File: src/hw/rtl/bsl_pkg.sv
// Shared types and codes for the bounded sequential list.
package bsl_pkg;

  localparam int DEPTH = 16;
  localparam int CNT_W = 5;
  localparam int POS_W = 4;

  localparam logic [2:0] MODE_APPEND = 3'd0;
  localparam logic [2:0] MODE_REMOVE = 3'd1;
  localparam logic [2:0] MODE_INSERT = 3'd2;
  localparam logic [2:0] MODE_ERASE  = 3'd3;
  localparam logic [2:0] MODE_CLEAR  = 3'd4;
  localparam logic [2:0] MODE_READ   = 3'd5;

  localparam logic [1:0] ST_OK     = 2'd0;
  localparam logic [1:0] ST_FULL   = 2'd1;
  localparam logic [1:0] ST_EMPTY  = 2'd2;
  localparam logic [1:0] ST_BADPOS = 2'd3;

  localparam logic [1:0] CELL_HOLD = 2'd0;
  localparam logic [1:0] CELL_LOAD = 2'd1;
  localparam logic [1:0] CELL_INS  = 2'd2;
  localparam logic [1:0] CELL_ERS  = 2'd3;

  typedef struct packed {
    logic [2:0]        mode;
    logic [POS_W-1:0]  position;
    logic signed [31:0] item_value;
  } in_item_t;

  typedef struct packed {
    logic [1:0]         status;
    logic [CNT_W-1:0]   element_count;
    logic               is_empty;
    logic signed [31:0] read_value;
  } out_item_t;

  typedef struct packed {
    logic [1:0]       op;
    logic [CNT_W-1:0] tgt;
  } cell_cmd_t;

endpackage

File: src/hw/rtl/bsl_cell.sv
// One list cell: holds one word, loads it or takes a neighbor's word.
module bsl_cell #(
  parameter int WORD_BITS = 32,
  parameter int IDX = 0
) (
  input  logic                        clk,
  input  bsl_pkg::cell_cmd_t          cmd,
  input  logic signed [WORD_BITS-1:0] new_word,
  input  logic signed [WORD_BITS-1:0] left_word,
  input  logic signed [WORD_BITS-1:0] right_word,
  output logic signed [WORD_BITS-1:0] word
);
  import bsl_pkg::*;

  logic signed [WORD_BITS-1:0] word_r;
  logic signed [WORD_BITS-1:0] word_nxt;
  logic                        at_tgt;
  logic                        above_tgt;

  assign at_tgt    = (int'(cmd.tgt) == IDX);
  assign above_tgt = (IDX > int'(cmd.tgt));

  always_comb begin
    unique case (cmd.op)
      CELL_HOLD: word_nxt = word_r;
      CELL_LOAD: word_nxt = at_tgt ? new_word : word_r;
      CELL_INS:  word_nxt = at_tgt ? new_word : (above_tgt ? left_word : word_r);
      CELL_ERS:  word_nxt = (at_tgt || above_tgt) ? right_word : word_r;
    endcase
  end

  always_ff @(posedge clk) begin
    word_r <= word_nxt;
  end

  assign word = word_r;

endmodule

File: src/hw/rtl/bounded_sequential_list.sv
// Top level of the bounded sequential list: control, cell row and result register.
//
// An ordered list of signed words held in a row of DEPTH cells, one word per
// cell. Append, remove last, insert, erase, clear and read each complete in the
// cycle the item is accepted: insert and erase move every later cell by one
// position at once, each cell taking its neighbor's word. One item is accepted
// per clock; the result sits in an output register and a new item is accepted
// in the same cycle the previous result is taken. The user must write the capacity
// register through the cfg port only while the list is idle; the block does not
// enforce it; above DEPTH it counts as DEPTH. Only count, capacity and valid reset.
module bounded_sequential_list #(
  parameter int WORD_BITS = 32
) (
  input  logic                            clk,
  input  logic                            rst_n,
  input  logic                            in_valid,
  output logic                            in_ready,
  input  bsl_pkg::in_item_t               in_data,
  output logic                            out_valid,
  input  logic                            out_ready,
  output bsl_pkg::out_item_t              out_data,
  input  logic                            cfg_valid,
  output logic                            cfg_ready,
  input  logic [bsl_pkg::CNT_W-1:0]       cfg_data
);
  import bsl_pkg::*;

  logic [CNT_W-1:0]            cap_r;
  logic [CNT_W-1:0]            cnt_r;
  logic [CNT_W-1:0]            cnt_nxt;
  logic [CNT_W-1:0]            lim;
  logic                        out_valid_r;
  out_item_t                   out_data_r;
  logic                        accept;
  logic                        full;
  logic                        empty;
  logic [CNT_W-1:0]            pos_ext;
  logic [1:0]                  st;
  logic signed [31:0]          rd;
  logic signed [WORD_BITS-1:0] store_word;
  logic signed [WORD_BITS-1:0] sel_word;
  logic signed [WORD_BITS-1:0] cell_word [DEPTH];
  cell_cmd_t                   cmd;

  assign cfg_ready = 1'b1;
  assign in_ready  = !out_valid_r || out_ready;
  assign accept    = in_valid && in_ready;
  assign out_valid = out_valid_r;
  assign out_data  = out_data_r;

  assign lim        = (int'(cap_r) > DEPTH) ? CNT_W'(DEPTH) : cap_r;
  assign full       = (cnt_r >= lim);
  assign empty      = (cnt_r == '0);
  assign pos_ext    = {1'b0, in_data.position};
  assign store_word = WORD_BITS'(in_data.item_value);

  always_comb begin
    sel_word = '0;
    for (int i = 0; i < DEPTH; i++) begin
      if (int'(in_data.position) == i) begin
        sel_word = cell_word[i];
      end
    end
  end

  always_comb begin
    st      = ST_OK;
    cmd.op  = CELL_HOLD;
    cmd.tgt = cnt_r;
    cnt_nxt = cnt_r;
    rd      = '0;
    unique case (in_data.mode)
      MODE_APPEND: begin
        if (full) begin
          st = ST_FULL;
        end else begin
          cmd.op  = CELL_LOAD;
          cnt_nxt = cnt_r + CNT_W'(1);
        end
      end
      MODE_REMOVE: begin
        if (empty) begin
          st = ST_EMPTY;
        end else begin
          cnt_nxt = cnt_r - CNT_W'(1);
        end
      end
      MODE_INSERT: begin
        if (pos_ext > cnt_r) begin
          st = ST_BADPOS;
        end else if (full) begin
          st = ST_FULL;
        end else begin
          cmd.op  = CELL_INS;
          cmd.tgt = pos_ext;
          cnt_nxt = cnt_r + CNT_W'(1);
        end
      end
      MODE_ERASE: begin
        if (empty) begin
          st = ST_EMPTY;
        end else if (pos_ext >= cnt_r) begin
          st = ST_BADPOS;
        end else begin
          cmd.op  = CELL_ERS;
          cmd.tgt = pos_ext;
          cnt_nxt = cnt_r - CNT_W'(1);
        end
      end
      MODE_CLEAR: begin
        cnt_nxt = '0;
      end
      MODE_READ: begin
        if (empty) begin
          st = ST_EMPTY;
        end else if (pos_ext >= cnt_r) begin
          st = ST_BADPOS;
        end else begin
          rd = 32'(sel_word);
        end
      end
      default: begin
      end
    endcase
    if (!accept) begin
      cmd.op = CELL_HOLD;
    end
  end

  for (genvar g = 0; g < DEPTH; g++) begin : g_cell
    logic signed [WORD_BITS-1:0] left_w;
    logic signed [WORD_BITS-1:0] right_w;
    if (g == 0) begin : g_first
      assign left_w = cell_word[g];
    end else begin : g_left
      assign left_w = cell_word[g-1];
    end
    if (g == DEPTH - 1) begin : g_last
      assign right_w = cell_word[g];
    end else begin : g_right
      assign right_w = cell_word[g+1];
    end
    bsl_cell #(
      .WORD_BITS (WORD_BITS),
      .IDX       (g)
    ) u_cell (
      .clk        (clk),
      .cmd        (cmd),
      .new_word   (store_word),
      .left_word  (left_w),
      .right_word (right_w),
      .word       (cell_word[g])
    );
  end

  always_ff @(posedge clk) begin
    if (!rst_n) begin
      cap_r       <= CNT_W'(16);
      cnt_r       <= '0;
      out_valid_r <= 1'b0;
    end else begin
      if (cfg_valid && cfg_ready) begin
        cap_r <= cfg_data;
      end
      if (accept) begin
        cnt_r       <= cnt_nxt;
        out_valid_r <= 1'b1;
      end else if (out_ready) begin
        out_valid_r <= 1'b0;
      end
    end
  end

  always_ff @(posedge clk) begin
    if (accept) begin
      out_data_r.status        <= st;
      out_data_r.element_count <= cnt_nxt;
      out_data_r.is_empty      <= (cnt_nxt == '0);
      out_data_r.read_value    <= rd;
    end
  end

`ifndef ASSERT_OFF
  a_cnt_bound: assert property (@(posedge clk) disable iff (!rst_n)
    int'(cnt_r) <= DEPTH)
    else $error("entry count above store depth");

  a_err_keeps_cnt: assert property (@(posedge clk) disable iff (!rst_n)
    accept && (st != ST_OK) |=> cnt_r == $past(cnt_r))
    else $error("count changed on an error status");

  a_result_follows: assert property (@(posedge clk) disable iff (!rst_n)
    accept |=> out_valid_r && (out_data_r.element_count == cnt_r))
    else $error("result missing or count mismatch after item");

  a_empty_flag: assert property (@(posedge clk) disable iff (!rst_n)
    out_valid_r |-> out_data_r.is_empty == (out_data_r.element_count == '0))
    else $error("empty flag does not match count");
`endif

endmodule
File: config.mk
export PLATFORM = sky130hd
export DESIGN_NAME = bounded_sequential_list
export DESIGN_NICKNAME = d
export VERILOG_FILES = /design/src/hw/rtl/bsl_pkg.sv /design/src/hw/rtl/bsl_cell.sv /design/src/hw/rtl/bounded_sequential_list.sv
export SDC_FILE = /design/constraint.sdc
export NUM_CORES = 1
export LEC_CHECK = 0
export ABC_AREA = 1
export ABC_CLOCK_PERIOD_IN_PS = 12800
export BUFFER_PORTS_ARGS = -buffer_cell sky130_fd_sc_hd__buf_4
export CAP_MARGIN = 40
export CELL_PAD_IN_SITES_DETAIL_PLACEMENT = 1
export CELL_PAD_IN_SITES_GLOBAL_PLACEMENT = 2
export CORE_AREA = 3 3 418 296
export DETAILED_ROUTE_END_ITERATION = 10
export DIE_AREA = 0 0 421 299
export PLACE_DENSITY_LB_ADDON = 0.1
export SYNTH_ARGS = -nofsm -noshare
export SYNTH_HDL_FRONTEND = slang
export SYNTH_HIERARCHICAL = 1
export SYNTH_SLANG_ARGS = --single-unit
File: constraint.sdc
create_clock -name clk -period 12.8 [get_ports clk]
set_input_delay 1.28 -clock clk [delete_from_list [all_inputs] [get_ports clk]]
set_output_delay 1.28 -clock clk [all_outputs]
set_load 0.1 [all_outputs]
==> metrics.txt <==
Post-Synth XOR/XNOR Area=less than 1%; register area share after synthesis=around two fifths; Peak VDD IR=between 70 and 80 uV; mux cell area share after synthesis=0%; CP required=approximately 13 ns; floorplan row count=~110; actual slew at the worst max-slew pin=~0.85 ns; total power=between 5 and 6 mW; post-route minimum period=5.718 ns; die area=~130000 um2; Initial DRC Count=roughly 3600; TritonRoute pass-1 iters=5; Final period util=around 45%; Reg area=roughly 17000 um2; number of synthesized flops with an enable pin=~550; Top Ports=92; Post-synth ARST share=0%; first-pass GRT wire length=269000 um; Setup Fix Bufs, Post-CTS=0; Worst-path clk slew=~0.060 ns; P per Cell Area=between 100 and 150 nW/um2; die height=between 200 and 300 um; simple-gate share of the synthesized area=between 30% and 40%; detailed placer's ending HPWL=approximately 120000 um; Antenna Nets Post-Route=0; Area Growth Syn to Fin=9.487%; Initial Utilization=between 30% and 40%; Synth Flop Type=edfxtp_1; Synth Area in Adders=less than 1%; multi-input logic area=about 21000 um2; crit path max fanout=62; Final Max Slew Viols=0; GPL Wtd Cong=between 0.8 and 0.9; Seq cells post-synth=563; die width=421 um; GRT Overall Usage=27.45%; largest net degree at the start of global routing=between 100 and 150; post-synth cell types=between 40 and 50; leakage=approximately 20 nW; complex-gate fraction of the synthesized area=~13%; DRT Wirelength=approximately 180000 um; number of global-route vias before repair=between 40000 and 50000; Worst Setup End Kind=flip-flop; H-tree levels=3; RSZ-0062 raised after global routing=false; Inserted Clock Buffers=72; clock buffer depth=3; Yosys warning total=6; Clock Latency Late Sink=around 0.66 ns; Finish-stage setup viols=0; number of clock sinks=~560; Mean Syn Cell Area=between 6 and 7 um2; synthesized area=43110 um2; critical path arrival=~6.0 ns; Vias=approximately 42000; final-report hold violation count=0; cts repair resizes=0; TritonCTS clock tree=done; crit start category=primary input; Cells after Synth=between 6000 and 7000; gr ovfl total=0; Rel. slew slack=42.77%; Buffers on Ports=90; combinational family with the most area after synthesis=simple AND/OR/NAND/NOR gates; post-synth net total=6243; hold_buf cts=0; post-route setup TNS=0 ns; CTS Root Cell=clkbuf_16; initial antenna violation count=10; Fmax=0.1749 GHz; via-per-instance ratio=between 5 and 6; critical path type=primary input to flip-flop; skew final=between 0.02 and 0.025 ns; nets@finish=approximately 6100; share of layout cells above drive strength 1=8.531%; DR WL/cell=about 23 um; status=complete, no violations; Std-Cell Core Area=119500 um2; drc violations=0; FILL cells=about 15000; hold crit path type=flip-flop to flip-flop; MaxCap Viol Count=0
[layout by cell type (no fill, tap or decap), types with 67 or more instances in the layout]
cell type / Yosys / routed
a21oi_1: 173 / 168
buf_4: 61 / 179
clkbuf_16: 0 / 78
edfxtp_1: 552 / 552
inv_1: 850 / 850
nand2_1: 1886 / 1886
nand3_1: 824 / 823
nand4_1: 144 / 144
nor2_1: 506 / 495
o21ai_0: 275 / 270
o21bai_1: 298 / 298
o21bai_2: 67 / 67
[synth_stat cells, types with 2 or more instances]
master / count / area, um2
nand3_2: 10 / 100.1
nand2_2: 9 / 56.30
or2_2: 9 / 56.30
o21bai_1: 298 / 2237
a31oi_1: 14 / 87.58
inv_2: 32 / 120.1
o21ai_1: 8 / 40.04
buf_2: 186 / 930.9
o211ai_1: 6 / 45.04
nand2_1: 1886 / 7079
edfxtp_1: 552 / 16580
dfxtp_1: 11 / 220.2
or2_1: 2 / 12.51
nand4_1: 144 / 900.9
nand3_1: 824 / 4124
nand2_4: 2 / 22.52
inv_1: 850 / 3191
nor2_2: 14 / 87.58
or2_0: 23 / 143.9
nor2_4: 30 / 337.8
nor3_1: 3 / 15.01
o21ai_0: 275 / 1376
a21oi_2: 11 / 96.34
nor2_8: 4 / 80.08
o21bai_2: 67 / 754.5
nor2_1: 506 / 1899
a21oi_1: 173 / 865.8
o22ai_1: 3 / 18.77
buf_6: 47 / 529.3
ha_1: 13 / 162.7
clkbuf_1: 87 / 326.6
clkinv_1: 6 / 22.52
buf_1: 2 / 7.510
buf_4: 61 / 457.9
[through the flow]
stage / setup WS (ns) / util (%) / cell area (um2) / hold WS [ns] / instances
6_report: 7.082 / 39.50 / 47200 / 0.4793 / 7743
2_1_floorplan: 5.340 / - / 43110 / 0.4340 / 6181
3_5_place_dp: 6.504 / 37.55 / 44880 / 0.4762 / 7612
4_1_cts: 7.196 / 39.47 / 47160 / 0.4875 / 7738
5_1_grt: 6.783 / 39.49 / 47190 / 0.5088 / 7739
3_3_place_gp: 6.529 / 37.28 / 44550 / 0.4769 / 7597
[power by group]
group / leakage [nW] / internal, mW / switching, mW
clock: 1.12 / 1.19 / 0.916
sequential: 5.12 / 2.10 / 0.0422
combinational: 14.1 / 0.252 / 0.715
[path summary, 6_finish.rpt]
path / start / endpoint / slack, ns / cells past startpoint
worst max-delay path: in_data[34] / g_cell[14].u_cell/word[15] / 7.08 / 21
worst min-delay path: cap_r[0] / cap_r[0] / 0.48 / 2
worst max register to register: cnt_r[2] / g_cell[14].u_cell/word[15] / 7.17 / 21
worst min register to register: cap_r[0] / cap_r[0] / 0.48 / 2
[layout make-up]
cell class                 count  share of cell area (%)
clock inverter                35                  0.6097
clock buffer                  91                   4.239
sequential                   563                   35.58
multi-input combinational   4344                   44.45
tap                         1620                   4.294
timing repair buffer         197                   3.732
antenna                        4                 0.02121
inverter                     889                   7.075
[routing by layer]
metal	global-route usage, %	routed length, um	vias to the layer above
met5	0	22	-
met4	5.560	3431	4
met3	3.595	9439	180
met2	41.74	76080	997
met1	41.37	87800	21220
li1	-	-	19750
[cell families after synthesis]
logic type / Yosys count
other: 1
XOR/XNOR: 2
AND/OR/NAND/NOR: 3469
AO/OA/AOI/OAI: 859
buffers and inverters: 1274
flip-flops: 563
adder cells (fa/ha/maj): 13
[flip-flops by register name, summed over array words and instances (netlist names)]
| register | count |
|---|---|
| out_data | 40 |
| g_cell.u_cell/word | 512 |
| cnt_r | 5 |
| out_valid | 1 |
| cap_r | 5 |
[critical path: stages]
cell     delay (ns)
buf_4          0.15
ha_1           0.32
nand2_1        0.08
inv_1          0.03
o21ai_0        0.14
nand3_1        0.14
nor2_1         0.33
nand2_2        0.22
nand2_1        0.14
nand2_1        0.08
o21ai_0        0.15
nand2_1        0.11
o21ai_4        0.08
buf_4          0.27
buf_4          0.36
nand2_1        0.16
nor2_4         0.09
buf_4          0.59
nand2_1        0.31
o21ai_4        0.47
buf_4          0.44
Power figures use the tool's default switching activity.
